`src/hdl/sequence_indexed_frame_ring_unit_assert.svh`:
```
// Assertion macros shared by the frame ring modules.
// Expects clk and rst (synchronous, active high) in the including scope.
`ifndef SEQUENCE_INDEXED_FRAME_RING_UNIT_ASSERT_SVH
`define SEQUENCE_INDEXED_FRAME_RING_UNIT_ASSERT_SVH

// Same-cycle implication.
`define SIFR_ASSERT_IMP(label, a, b) \
  label: assert property (@(posedge clk) disable iff (rst) (a) |-> (b)) \
    else $error("frame ring assertion failed");

// Next-cycle implication.
`define SIFR_ASSERT_NXT(label, a, b) \
  label: assert property (@(posedge clk) disable iff (rst) (a) |=> (b)) \
    else $error("frame ring assertion failed");

`endif

```
`src/hdl/sifr_pkg.sv`:
```
// Shared types and constants for the sequence indexed frame ring.
// No dependencies.
package sifr_pkg;

  localparam int MAX_SLOTS = 64;
  localparam int SLOT_W    = $clog2(MAX_SLOTS);
  localparam int EFF_W     = $clog2(MAX_SLOTS + 1);
  localparam int FRAME_W   = 31;
  localparam int PAYLOAD_W = 64;
  localparam int CAP_W     = 7;
  localparam int MODE_W    = 2;
  localparam int CNT_W     = $clog2(FRAME_W);
  localparam logic [CAP_W-1:0] CAP_RESET = CAP_W'(64);

  typedef enum logic [MODE_W-1:0] {
    MODE_INSERT = 2'd0,
    MODE_LOOKUP = 2'd1,
    MODE_LATEST = 2'd2,
    MODE_CLEAR  = 2'd3
  } mode_t;

  typedef struct packed {
    logic accept;
    logic access;
    logic compare;
  } cmd_t;

  typedef struct packed {
    logic req_clear;
    logic div_done;
  } status_t;

endpackage

```
`src/hdl/sifr_ctrl.sv`:
```
// Controller state machine: request handshakes and sequencing of the datapath.
// Depends on sifr_pkg and the assertion macro header.
`include "sequence_indexed_frame_ring_unit_assert.svh"
module sifr_ctrl
  import sifr_pkg::*;
(
  input  logic    clk,
  input  logic    rst,
  input  logic    s_tvalid,
  output logic    s_tready,
  output logic    m_tvalid,
  input  logic    m_tready,
  input  status_t sts,
  output cmd_t    cmd
);

  typedef enum logic [4:0] {
    ST_IDLE    = 5'b00001,
    ST_DIVIDE  = 5'b00010,
    ST_ACCESS  = 5'b00100,
    ST_COMPARE = 5'b01000,
    ST_RESULT  = 5'b10000
  } state_t;

  state_t state;
  state_t state_next;

  assign s_tready    = (state == ST_IDLE);
  assign m_tvalid    = (state == ST_RESULT);
  assign cmd.accept  = s_tvalid && s_tready;
  assign cmd.access  = (state == ST_ACCESS);
  assign cmd.compare = (state == ST_COMPARE);

  always_comb begin
    state_next = state;
    unique case (state)
      ST_IDLE: begin
        if (s_tvalid) begin
          state_next = sts.req_clear ? ST_RESULT : ST_DIVIDE;
        end
      end
      ST_DIVIDE: begin
        if (sts.div_done) begin
          state_next = ST_ACCESS;
        end
      end
      ST_ACCESS:  state_next = ST_COMPARE;
      ST_COMPARE: state_next = ST_RESULT;
      ST_RESULT: begin
        if (m_tready) begin
          state_next = ST_IDLE;
        end
      end
      default: state_next = ST_IDLE;
    endcase
  end

  always_ff @(posedge clk) begin
    if (rst) begin
      state <= ST_IDLE;
    end else begin
      state <= state_next;
    end
  end

  `SIFR_ASSERT_IMP(a_no_overlap, m_tvalid, !s_tready)
  `SIFR_ASSERT_NXT(a_clear_result, cmd.accept && sts.req_clear, m_tvalid)
  `SIFR_ASSERT_NXT(a_work_no_result, cmd.accept && !sts.req_clear, !m_tvalid)

endmodule

```
`config.mk`:
```
export PLATFORM = sky130hd
export DESIGN_NAME = sifr_ctrl
export DESIGN_NICKNAME = d
export VERILOG_FILES = /design/src/hdl/sifr_pkg.sv /design/src/hdl/sifr_ctrl.sv
export VERILOG_INCLUDE_DIRS = /design/src /design/src/hdl
export SDC_FILE = /design/constraint.sdc
export NUM_CORES = 1
export LEC_CHECK = 0
export BUFFER_PORTS_ARGS = -buffer_cell sky130_fd_sc_hd__buf_4
export CORE_AREA = 3 3 40 42
export CTS_CLUSTER_SIZE = 28
export DETAILED_ROUTE_END_ITERATION = 8
export DIE_AREA = 0 0 43 45
export PLACE_DENSITY_LB_ADDON = 0.1
export SLEW_MARGIN = 25
export SYNTH_ARGS = -nofsm -noshare
export SYNTH_HDL_FRONTEND = slang
export SYNTH_SLANG_ARGS = --single-unit
export TNS_END_PERCENT = 1
```
`constraint.sdc`:
```
create_clock -name clk -period 2.7 [get_ports clk]
set_clock_uncertainty 0.05 [all_clocks]
set_input_delay 0.27 -clock clk [delete_from_list [all_inputs] [get_ports clk]]
set_output_delay 0.27 -clock clk [all_outputs]
set_load 0.01 [all_outputs]
```
==> results of run 1 <==
-- final cells by class --
| class | instances | area [um2] | area share |
|---|---|---|---|
| Tap cell | 15 | 18.77 | 0.04110 |
| Clock buffer | 4 | 26.28 | 0.05753 |
| Inverter | 2 | 7.507 | 0.01644 |
| Timing Repair Buffer | 10 | 75.07 | 0.1644 |
| Multi-Input combinational cell | 30 | 229.0 | 0.5014 |
| Sequential cell | 5 | 100.1 | 0.2192 |
-- cells in the mapped netlist --
cell type / number / share of area
sky130_fd_sc_hd__nor2_2: 1 / 0.018
sky130_fd_sc_hd__and3_1: 1 / 0.018
sky130_fd_sc_hd__nor2_1: 3 / 0.033
sky130_fd_sc_hd__dfxtp_1: 5 / 0.29
sky130_fd_sc_hd__buf_2: 1 / 0.015
sky130_fd_sc_hd__nor2b_1: 2 / 0.037
sky130_fd_sc_hd__and4bb_2: 2 / 0.073
sky130_fd_sc_hd__nand4_1: 1 / 0.018
sky130_fd_sc_hd__or2b_1: 1 / 0.022
sky130_fd_sc_hd__o211ai_1: 1 / 0.022
sky130_fd_sc_hd__nor4_2: 1 / 0.037
sky130_fd_sc_hd__or2_2: 1 / 0.018
sky130_fd_sc_hd__mux2i_1: 2 / 0.059
sky130_fd_sc_hd__o311ai_2: 1 / 0.048
sky130_fd_sc_hd__nand3b_1: 1 / 0.022
sky130_fd_sc_hd__a2bb2oi_1: 1 / 0.026
sky130_fd_sc_hd__nand3_1: 1 / 0.015
sky130_fd_sc_hd__o32ai_1: 1 / 0.026
sky130_fd_sc_hd__nand2_1: 2 / 0.022
sky130_fd_sc_hd__o21a_1: 1 / 0.022
sky130_fd_sc_hd__nand3_2: 1 / 0.029
sky130_fd_sc_hd__nor3_1: 2 / 0.029
sky130_fd_sc_hd__nand4b_1: 1 / 0.026
sky130_fd_sc_hd__and4_1: 1 / 0.026
sky130_fd_sc_hd__inv_1: 2 / 0.022
sky130_fd_sc_hd__xnor2_1: 1 / 0.026
-- per-stage QoR --
step,std cells,total power (W),worst slack (ns)
detailed placement,62,0.0001717,1.304
global route,66,0.0002729,0.9704
global placement,62,0.0001729,1.315
CTS,66,0.0002608,1.040
floorplan,38,0.0001436,1.493
finish,66,0.0002552,1.041
-- cells by family after synthesis --
| logic type | count (synthesis) | share of synthesized area |
|---|---|---|
| AO/OA/AOI/OAI | 5 | 0.1429 |
| buffers and inverters | 3 | 0.03662 |
| multiplexers | 2 | 0.05861 |
| XOR/XNOR | 1 | 0.02565 |
| AND/OR/NAND/NOR | 22 | 0.4433 |
| flip-flops | 5 | 0.2931 |
-- layout by cell type (no fill, tap or decap), drive strengths merged, types with 4 or more instances in the layout --
master,netlist,layout
buf,1,10
clkbuf,0,4
nor2,4,4
dfxtp,5,5
-- metal layers --
layer	part of all wire	GRT usage	wire [um]
met3	0.072	0.06375	59
met5	0	0	0
met1	0.45	0.1039	372
met2	0.48	0.1557	392
met4	0	0.01807	0
-- power groups by stage --
stage	clock network [W]	registers (W)	logic (W)
floorplan	0	0.0000881	0.0000554
global placement	0	0.0000979	0.0000750
detailed placement	0	0.0000972	0.0000745
CTS	0.0000895	0.0000960	0.0000753
global route	0.0000940	0.0000979	0.0000810
finish	0.0000851	0.0000959	0.0000741
-- critical path, delay by kind of cell (launching register included) --
| kind | cells | cell delay, ns |
|---|---|---|
| and+or+nand+nor | 2 | 0.61 |
| DFF | 1 | 0.37 |
| buffers and inverters | 1 | 0.12 |
-- path summary, 6_finish.rpt --
check / startpoint / slack [ns] / cells after the start / to
worst max-delay path: state[4] / 1.04 / 3 / cmd[1]
worst min-delay path: rst / 0.18 / 2 / state[3]
worst max register to register: state[4] / 1.28 / 4 / state[2]
worst min register to register: state[1] / 0.48 / 1 / state[2]
==> results.md, run 1 <==
- Status: finished clean
- Clock latency at the later pin of the worst-skew pair: 0.24 ns
- Starting density of the core: 0.2658
- Setup repair after global routing missed its margin: false
- Sequential-to-total area share from yosys stat: 0.2930
- Post-route standard cell area excluding fillers: 456.7 um2
- Number of global-route vias before repair: 340
- Share of layout cells above drive strength 1: 0.3922
- Ports: 11
- Netlist Area Pre-Place: 341.6 um2
- Max Slew Vio Count: 0
- Syn avg cell area: 8.989 um2
- Slowest cell on crit path: sky130_fd_sc_hd__dfxtp_1
- Setup Crit Path Kind: flip-flop to output port
- Count of endpoints failing setup in the final report: 0
- DR DRC count: 0
- Num CTS Buffers: 3
- Static leakage: 0.1801 nW
- Number of filler cells placed in the layout: 151
- Worst hold path class: input port to flip-flop
- Period minus WS final: 1.659 ns
- Core Footprint: 1285 um2
- Seq pwr share: 0.376
- Crit path DAT: 1.34 ns
- Total of cells resized after clock tree synthesis: 0
- Number of max-capacitance violations reported: 0
- Placed inst area: 430.4 um2
- Detail Placement HPWL: 651.9 um
- Die height: 45 um
- Worst slack on hold paths: 0.1780 ns
- Hold buffer count at CTS: 0
- Ys Warns: 0
- Worst slew margin relative to its limit: 0.7138
- Routed vias: 338
- Post-DR vias/cell: 5.121
- Clock power frac: 0.334
- Final critical-path share of the clock period: 0.6143
- CTS max path bufs: 2
- Maximum cell stage delay along the critical path: 0.37 ns
- Register name with the most flops: state
- Pin slew with the least headroom to its limit: 0.4288 ns
- Count of input and output buffers: 10
- Final core utilization: 0.3554
- Power density over cell area: 558.7 nW/um2
- Clock tree from TritonCTS: built
- Row count: 13
- Internal: 0.0001768 W
- Largest registers: state: 5 flops
- Wire per inst: 12.48 um
- Max FFs per register: 5
- # Post-CTS Setup Buffers: 0
- Maximum clock rate: 602.9 MHz
- Number of hold violations in the final report: 0
- Peak supply drop: 0.0002872 V
- Switching component of the power: 0.00007835 W
- Maximum net fanout on the critical path: 6
- Root Buffer: sky130_fd_sc_hd__clkbuf_4
- Number of levels the H-tree was split into: 1
- Number of antenna cells inserted: 0
- Detailed Route Iter0 Violations: 1
- Final Wtd Congestion: 0.7652
- Die Outline Area: 1935 um2
- DR pass1 iterations: 2
- Clk pin slew, worst setup/hold paths: 0.04 ns
- Global-route wire length before repair: 1331 um
- Chip Width: 43 um
- Kind of start point of the critical path: flip-flop
- Net count reported at finish: 58
- Critical path cell sequence: nor2_1 -> and4bb_2 -> buf_4
- Number of distinct standard cells referenced by the synthesized netlist: 26
- Wirelength, routed: 824 um
- Number of clock sinks: 5
- Final total negative setup slack: 0 ns
- Number of flip-flops and latches in the synthesized netlist: 5
- Synthesized instance count: 38
- Data required time at the worst endpoint: 2.38 ns
- Total Routing Usage GR: 0.09500
- Net Count, Synth: 44
- Sw Ratio: 0.3070
- Pin count of the biggest net entering global routing: 15
- Growth of design area from synthesis to finish: 33.70%
- Initial antenna violation count: 0
- Capturing element type of the critical path: output port
- Global route total overflow: 0
- Number of antenna-violating nets in the routed design: 0
- Combinational group share of total power: 0.290
No activity file was read; power rests on OpenSTA's default activity.
==> inputs of run 2 (changes only) <==
--- a/config.mk
+++ b/config.mk
@@ -6,6 +6,7 @@
 export SDC_FILE = /design/constraint.sdc
 export NUM_CORES = 1
 export LEC_CHECK = 0
+export ABC_AREA = 1
 export BUFFER_PORTS_ARGS = -buffer_cell sky130_fd_sc_hd__buf_4
 export CORE_AREA = 3 3 40 42
 export CTS_CLUSTER_SIZE = 28
==> constraint.sdc (replaced) <==
create_clock -name clk -period 1.3 [get_ports clk]
set_clock_uncertainty 0.05 [all_clocks]
set_input_delay 0.13 -clock clk [delete_from_list [all_inputs] [get_ports clk]]
set_output_delay 0.13 -clock clk [all_outputs]
set_load 0.01 [all_outputs]
==> run 2 against run 1 <==
Global-route usage down 0.74 points. Clock-buffer cell count unchanged. Cell count up 20%. Register-to-register slack worse by 1.2 ns. Non-clock buffer count up 5. Sequential cell count unchanged. Utilization up 3.0 points. Synthesized area down 5.1%. Total power up 150%. Wire length down 9.1%. Via count down 2.1%. Critical path type unchanged. Critical endpoint is now cmd[2]. Highest routed layer is now met4.
==> results.md, run 2 <==
- Status: finished clean
- Worst Path Buf+Inv: 1 (unchanged)
- Routed vias: 331 (-2.1%)
- Number of filler cells placed in the layout: 145 (-4.0%)
- Number of enable flip-flop cells after synthesis: 0 (unchanged)
- Period minus WS final: 1.255 ns
- Num CTS Buffers: 3 (unchanged)
- Number of hold violations in the final report: 0 (unchanged)
- Worst slew margin relative to its limit: 0.8869 (+0.1731)
- Top cells by instance count after synthesis: sky130_fd_sc_hd__inv_1, sky130_fd_sc_hd__dfxtp_1, sky130_fd_sc_hd__nand4_1
- Number of levels the H-tree was split into: 1 (unchanged)
- Final Wtd Congestion: 0.7480 (-2.2%)
- Wire per inst: 9.481 um (-24%)
- Post-synthesis share of cell area spent on and, or, nand and nor gates: 0.4517 (+0.008514)
- Largest registers: state: 5 flops
- Kind of start point of the critical path: flip-flop
- Detail Placement HPWL: 582.3 um (-11%)
- Final critical-path share of the clock period: 0.9657
- DR DRC count: 0 (unchanged)
- Capturing element type of the critical path: output port
- Crit path DAT: 1.08 ns (-0.26 ns)
- Final total negative setup slack: 0 ns (unchanged)
- Die height: 45 um (unchanged)
- Clock latency at the later pin of the worst-skew pair: 0.24 ns (about the same)
- Arithmetic-cell share of the synthesized area counting full adders, half adders and majority gates: 0 (unchanged)
- Total power: 0.0006374 W (+150%)
- Synth area leader: sky130_fd_sc_hd__dfxtp_1
- Post-synthesis compound-gate area fraction: 0.07722 (-0.06564)
- Sequential cell area in the final layout: 102.6 um2 (+2.5%)
- Number of clock sinks: 5 (unchanged)
- Global route total overflow: 0 (unchanged)
- Max Slew Vio Count: 0 (unchanged)
- Ports: 11 (unchanged)
- Synthesized instance count: 45 (+18%)
- Share of layout cells above drive strength 1: 0.4688 (+0.07659)
- Clock tree from TritonCTS: built
- Fraction of registers with async set or reset after synthesis: 0 (unchanged)
- Setup repair after global routing missed its margin: true
- Area share of xor/xnor cells in the synthesized design: 0 (-0.02564)
- Detailed Route Iter0 Violations: 7 (+6)
- Portion of netlist area occupied by mux cells: 0 (-0.05861)
- Data required time at the worst endpoint: 1.12 ns (-1.26 ns)
- Net count reported at finish: 71 (+22%)
- Most common cell after layout, fill and taps aside: sky130_fd_sc_hd__buf_4
- Number of flip-flops and latches in the synthesized netlist: 5 (unchanged)
- Top_reg_cell synth: sky130_fd_sc_hd__dfxtp_1
- Power density over cell area: 1286 nW/um2 (+130%)
- Die Outline Area: 1935 um2 (unchanged)
- CTS max path bufs: 2 (unchanged)
- Dominant delay contributor by cell family on the critical path: simple AND/OR/NAND/NOR gates
- Setup Crit Path Kind: flip-flop to output port
- Number of distinct standard cells referenced by the synthesized netlist: 17 (-35%)
- Most repeated cell in the gate-level netlist after synthesis: sky130_fd_sc_hd__inv_1
- Syn avg cell area: 7.201 um2 (-20%)
- Starting density of the core: 0.2522 (-0.01363)
- Largest cells by area after synthesis: sky130_fd_sc_hd__dfxtp_1, sky130_fd_sc_hd__inv_1, sky130_fd_sc_hd__nand4_1
- Ys Warns: 0 (unchanged)
- Post-DR vias/cell: 4.190 (-18%)
- Wirelength, routed: 749 um (-9.1%)
- Area share of the largest cell type after synthesis: 0.3089 (+0.01584)
- Count of endpoints failing setup in the final report: 0 (unchanged)
- Peak supply drop: 0.0005303 V (+85%)
- Row count: 13 (unchanged)
- Number of global-route vias before repair: 307 (-9.7%)
- Number of cells traversed by the worst hold path: 2 (unchanged)
- Number of antenna-violating nets in the routed design: 0 (unchanged)
- Pin slew with the least headroom to its limit: 0.1694 ns (-0.2594 ns)
- Core Footprint: 1285 um2 (unchanged)
- Root Buffer: sky130_fd_sc_hd__clkbuf_4
- Maximum clock rate: 796.6 MHz
- Netlist Area Pre-Place: 324.1 um2 (-5.1%)
- Final core utilization: 0.3856 (+0.03019)
- Count of input and output buffers: 10 (unchanged)
- Critical path cell sequence: nor2_4 -> nand3_4 -> nor2_4 -> buf_6
- Initial antenna violation count: 0 (unchanged)
- Worst hold path class: input port to flip-flop
- Main combinational cell family by area after synthesis: simple AND/OR/NAND/NOR gates
- Commonest cells after routing, fill and taps aside: sky130_fd_sc_hd__buf_4, sky130_fd_sc_hd__inv_1, sky130_fd_sc_hd__nand4_1, sky130_fd_sc_hd__nand2_1
- Sequential-to-total area share from yosys stat: 0.3089 (+0.01584)
- Number of max-capacitance violations reported: 0 (unchanged)
- Slowest cell on crit path: sky130_fd_sc_hd__dfxtp_1
- Pin count of the biggest net entering global routing: 9 (-6)
- Levels on crit path: 4 (+1)
- Maximum net fanout on the critical path: 4 (-2)
- DR pass1 iterations: 3 (+1)
- Net Count, Synth: 51 (+16%)
- Total Routing Usage GR: 0.08765 (-0.007354)
- Combined area of the multi-input logic cells: 178.9 um2 (-22%)
- Static leakage: 0.2590 nW (+44%)
- Most common cell type on the critical path: sky130_fd_sc_hd__nor2_4
- Number of antenna cells inserted: 0 (unchanged)
- Clk pin slew, worst setup/hold paths: 0.04 ns (about the same)
- Max FFs per register: 5 (unchanged)
- Cells on worst reg2reg path: 7 (+3)
- Maximum cell stage delay along the critical path: 0.34 ns (-0.03 ns)
- Growth of design area from synthesis to finish: 52.90%
- Global-route wire length before repair: 1228 um (-7.7%)
- Hold buffer count at CTS: 0 (unchanged)
- Chip Width: 43 um (unchanged)
- Register name with the most flops: state
## run 2: report_power, final
group | internal [W] | leakage (nW) | switching, W
registers | 0.000174 | 0.0411 | 0.0000181
clock network | 0.000116 | 0.0150 | 0.0000651
logic | 0.000126 | 0.203 | 0.000138
## run 2: per-stage QoR
| stage | hold slack (ns) | std cells | area (um2) | worst slack (ns) |
|---|---|---|---|---|
| 2_1_floorplan | 0.1491 | 45 | 324.1 | 0.2562 |
| 5_1_grt | 0.03410 | 79 | 495.5 | -0.02651 |
| 6_report | 0.02079 | 79 | 495.5 | 0.04463 |
| 3_3_place_gp | 0.2812 | 70 | 417.9 | 0.1560 |
| 4_1_cts | 0.02253 | 75 | 460.4 | -0.02903 |
| 3_5_place_dp | 0.2814 | 70 | 417.9 | 0.1580 |
## run 2: layout make-up
cell class | instances | share of cell area
sequential | 5 | 0.2071
tap | 15 | 0.03788
clock buffer | 4 | 0.05303
multi-input combinational | 26 | 0.3611
timing repair buffer | 15 | 0.2348
inverter | 14 | 0.1061
## run 2: cell families after synthesis
group,Yosys count
flops,5
compound gates,4
simple gates,22
buf+inv,14
## run 2: final timing paths
| check | slack, ns | to | from |
|---|---|---|---|
| worst max register to register | 0.09 | state[4] | state[3] |
| worst min register to register | 0.55 | state[1] | state[0] |
| worst max-delay path | 0.04 | cmd[2] | state[3] |
| worst min-delay path | 0.02 | state[1] | rst |
## run 2: metal layers
metal | vias up | routed length, um | track usage | part of all wire
met5 | - | 0 | 0 | 0
met4 | 0 | 15 | 0.07229 | 0.020
met3 | 4 | 57 | 0.02789 | 0.076
met2 | 12 | 326 | 0.1198 | 0.44
met1 | 135 | 349 | 0.1117 | 0.47
li1 | 180 | - | - | -
## run 2: worst register-to-register path: stages (launching register included)
cell,delay [ns]
sky130_fd_sc_hd__dfxtp_1,0.34
sky130_fd_sc_hd__nor2_4,0.18
sky130_fd_sc_hd__buf_4,0.15
sky130_fd_sc_hd__nand4_1,0.12
sky130_fd_sc_hd__nand3_2,0.12
sky130_fd_sc_hd__nand2_1,0.06
sky130_fd_sc_hd__clkinv_1,0.05
sky130_fd_sc_hd__nor2_2,0.03
## run 2: repair_timing
item	4_1_cts	5_1_grt
gates resized for setup	3	3
buffers inserted	1	4
pin swaps	1	4
setup endpoints to repair	5	5
gates cloned	0	0
==> inputs of run 3 (changes only) <==
--- a/config.mk
+++ b/config.mk
@@ -13,6 +13,7 @@
 export DETAILED_ROUTE_END_ITERATION = 8
 export DIE_AREA = 0 0 43 45
 export PLACE_DENSITY_LB_ADDON = 0.1
+export RECOVER_POWER = 25
 export SLEW_MARGIN = 25
 export SYNTH_ARGS = -nofsm -noshare
 export SYNTH_HDL_FRONTEND = slang
==> constraint.sdc (replaced) <==
create_clock -name clk -period 1.1 [get_ports clk]
set_clock_uncertainty 0.05 [all_clocks]
set_input_delay 0.11 -clock clk [delete_from_list [all_inputs] [get_ports clk]]
set_output_delay 0.11 -clock clk [all_outputs]
set_load 0.01 [all_outputs]
==> run 3 against run 2 <==
The flow now finishes with violations (setup timing). Combinational power grew 24%. Utilization increased by 2.5 points. Non-clock buffer count increased by 4. Global-route usage is essentially flat. First-iteration DRC count decreased by 86%. Sequential power is 15% higher. Setup slack worse by 0.17 ns. Wire length increased by 0.40%. Sequential share of layout area decreased by 1.0 points. Highest routed layer is now met3.
==> results.md, run 3 (synthesis results as in run 2) <==
- DR DRC count: 0 (unchanged)
- Number of max-capacitance violations reported: 0 (unchanged)
- Sequential cell area in the final layout: 103.9 um2 (+1.2%)
- Root Buffer: sky130_fd_sc_hd__clkbuf_4
- Number of filler cells placed in the layout: 139 (-4.1%)
- Combined area of the multi-input logic cells: 176.4 um2 (-1.4%)
- Metal1 wirelength: 334 um (-4.3%)
- Share of layout cells above drive strength 1: 0.5000 (+0.03125)
- Placed inst area: 447.9 um2 (+7.2%)
- Number of antenna cells inserted: 0 (unchanged)
- Count of input and output buffers: 10 (unchanged)
- Final Wtd Congestion: 0.7494 (+0.19%)
- Capturing element type of the critical path: output port
- Switching component of the power: 0.0002582 W (+17%)
- Met2 wire length: 364 um (+12%)
- Core Footprint: 1285 um2 (unchanged)
- Final cell count without fillers: 83 (+5.1%)
- Maximum cell stage delay along the critical path: 0.33 ns (about the same)
- Wire per inst: 9.060 um (-4.4%)
- Data required time at the worst endpoint: 0.94 ns (-0.18 ns)
- Register name with the most flops: state
- Number of levels the H-tree was split into: 1 (unchanged)
- Number of global-route vias before repair: 316 (+2.9%)
- Peak supply drop: 0.001035 V (+95%)
- Net count reported at finish: 75 (+5.6%)
- Setup Crit Path Kind: flip-flop to output port
- Die Outline Area: 1935 um2 (unchanged)
- Setup repair after global routing missed its margin: true
- Count of endpoints failing setup in the final report: 9 (+9)
- Pin slew with the least headroom to its limit: 0.1711 ns (+0.001727 ns)
- Wirelength, routed: 752 um (+0.40%)
- Num CTS Buffers: 3 (unchanged)
- Cells after DPL: 74 (+5.7%)
- Maximum net fanout on the critical path: 3 (-1)
- Routed vias: 344 (+3.9%)
- Number of antenna-violating nets in the routed design: 0 (unchanged)
- Sw Ratio: 0.3403 (-0.006140)
- Period minus WS final: 1.228 ns
- Slowest cell on crit path: sky130_fd_sc_hd__dfxtp_2
- Worst Path Buf+Inv: 2 (+1)
- Detailed Route Iter0 Violations: 1 (-6)
- Global-route wire length before repair: 1214 um (-1.1%)
- Commonest cells after routing, fill and taps aside: sky130_fd_sc_hd__buf_4, sky130_fd_sc_hd__inv_1, sky130_fd_sc_hd__nand4_1, sky130_fd_sc_hd__nor2_1, sky130_fd_sc_hd__nand2_1
- Chip Width: 43 um (unchanged)
- Clk pin slew, worst setup/hold paths: 0.04 ns (about the same)
- Clock latency at the later pin of the worst-skew pair: 0.24 ns (about the same)
- Post-route standard cell area excluding fillers: 528.0 um2 (+6.6%)
- Most common cell after layout, fill and taps aside: sky130_fd_sc_hd__buf_4
- Internal: 0.0005006 W (+20%)
- Ports: 11 (unchanged)
- Power density over cell area: 1437 nW/um2 (+12%)
- Initial antenna violation count: 0 (unchanged)
- DR pass1 iterations: 2 (-1)
- Clock tree from TritonCTS: built
- Critical path cell sequence: inv_1 -> nor2_4 -> nand3_4 -> nor2_4 -> buf_4
- Final core utilization: 0.4109 (+0.02532)
- Clock power frac: 0.276 (-0.008)
- Max FFs per register: 5 (unchanged)
- Global route total overflow: 0 (unchanged)
- Max Slew Vio Count: 0 (unchanged)
- Static leakage: 0.2830 nW (+9.3%)
- Largest registers: state: 5 flops
- CTS max path bufs: 2 (unchanged)
- Final total negative setup slack: -0.6749 ns (-0.6749 ns)
- Post-DR vias/cell: 4.145 (-1.1%)
- Worst slack on hold paths: 0.008119 ns (-0.01267 ns)
- Growth of design area from synthesis to finish: 62.93%
- Row count: 13 (unchanged)
- Most common cell type on the critical path: sky130_fd_sc_hd__nor2_4
- Number of clock sinks: 5 (unchanged)
- Die height: 45 um (unchanged)
- Failing checks: setup timing
- Worst slew margin relative to its limit: 0.8855 (-0.001408)
- Top layer reached by signal wires: met3
- Detail Placement HPWL: 591.7 um (+1.6%)
- Kind of start point of the critical path: flip-flop
- Final worst setup slack: -0.1277 ns (-0.1723 ns)
- WL met3: 53 um (-7.0%)
- Combinational group share of total power: 0.432 (+0.018)
- Status: finished with violations
- Final critical-path share of the clock period: 1.116
- Maximum clock rate: 814.6 MHz
- Hold buffer count at CTS: 0 (unchanged)
- Total Routing Usage GR: 0.08735 (-0.0002917)
- Dominant delay contributor by cell family on the critical path: flip-flops
- Worst hold path class: input port to flip-flop
- Number of hold violations in the final report: 0 (unchanged)
- Seq pwr share: 0.292 (-0.010)
- Pin count of the biggest net entering global routing: 9 (unchanged)
- Starting density of the core: 0.2522 (unchanged)
- Crit path DAT: 1.07 ns (about the same)
run 3: changes by cell type in the layout (fill, tap and decap cells not counted):
cell,previous run,this run
sky130_fd_sc_hd__buf_4,14,17
sky130_fd_sc_hd__buf_6,1,2
sky130_fd_sc_hd__dfxtp_1,3,2
sky130_fd_sc_hd__dfxtp_2,2,3
sky130_fd_sc_hd__nor2_1,3,4
sky130_fd_sc_hd__nor2_2,2,1
run 3: power by group through the flow:
| stage | Combinational, W | Clock [W] | Sequential [W] |
|---|---|---|---|
| floorplan | 0.000180 | 0 | 0.000219 |
| global placement | 0.000281 | 0 | 0.000222 |
| detailed placement | 0.000280 | 0 | 0.000221 |
| CTS | 0.000314 | 0.000218 | 0.000221 |
| global route | 0.000360 | 0.000237 | 0.000223 |
| finish | 0.000328 | 0.000209 | 0.000222 |
run 3: worst reg2reg max path, stage by stage (launching register included):
cell                       delay (ns)
sky130_fd_sc_hd__dfxtp_2         0.35
sky130_fd_sc_hd__nor2_1          0.05
sky130_fd_sc_hd__buf_4           0.14
sky130_fd_sc_hd__buf_4           0.12
sky130_fd_sc_hd__nand4_1         0.07
sky130_fd_sc_hd__nand3_2         0.09
sky130_fd_sc_hd__o21bai_1        0.17
sky130_fd_sc_hd__nor2_2          0.04
run 3: cell type report:
cell class	instances	area share
well taps	15	0.03555
multi-input cells	26	0.3341
repair buffers	19	0.2844
flip-flops and latches	5	0.1967
clock buffers	4	0.04976
inverters	14	0.09953
run 3: final timing paths:
kind / from / to / slack [ns] / cells past startpoint
max: state[0] / cmd[2] / -0.13 / 5
min: rst / state[1] / 0.008 / 2
max reg2reg: state[1] / state[4] / -0.10 / 7
min reg2reg: state[0] / state[2] / 0.53 / 3
run 3: repair_timing:
item                                    in CTS  in global routing
setup buffers                                4                  1
pin swaps                                    3                  3
resized for setup                            3                  4
endpoints found under the setup margin       7                  9
run 3: routing by layer:
metal	track usage	vias to the layer above
li1	-	190
met1	0.09375	145
met2	0.1437	9
met3	0.03586	0
met4	0.05422	0
met5	0	-
run 3: per-stage QoR:
stage / power, W / setup WS, ns
4_1_cts: 0.0007530 / -0.1266
3_5_place_dp: 0.0005008 / -0.04857
2_1_floorplan: 0.0003990 / 0.05622
3_3_place_gp: 0.0005023 / -0.03379
5_1_grt: 0.0008198 / -0.2029
6_report: 0.0007588 / -0.1277
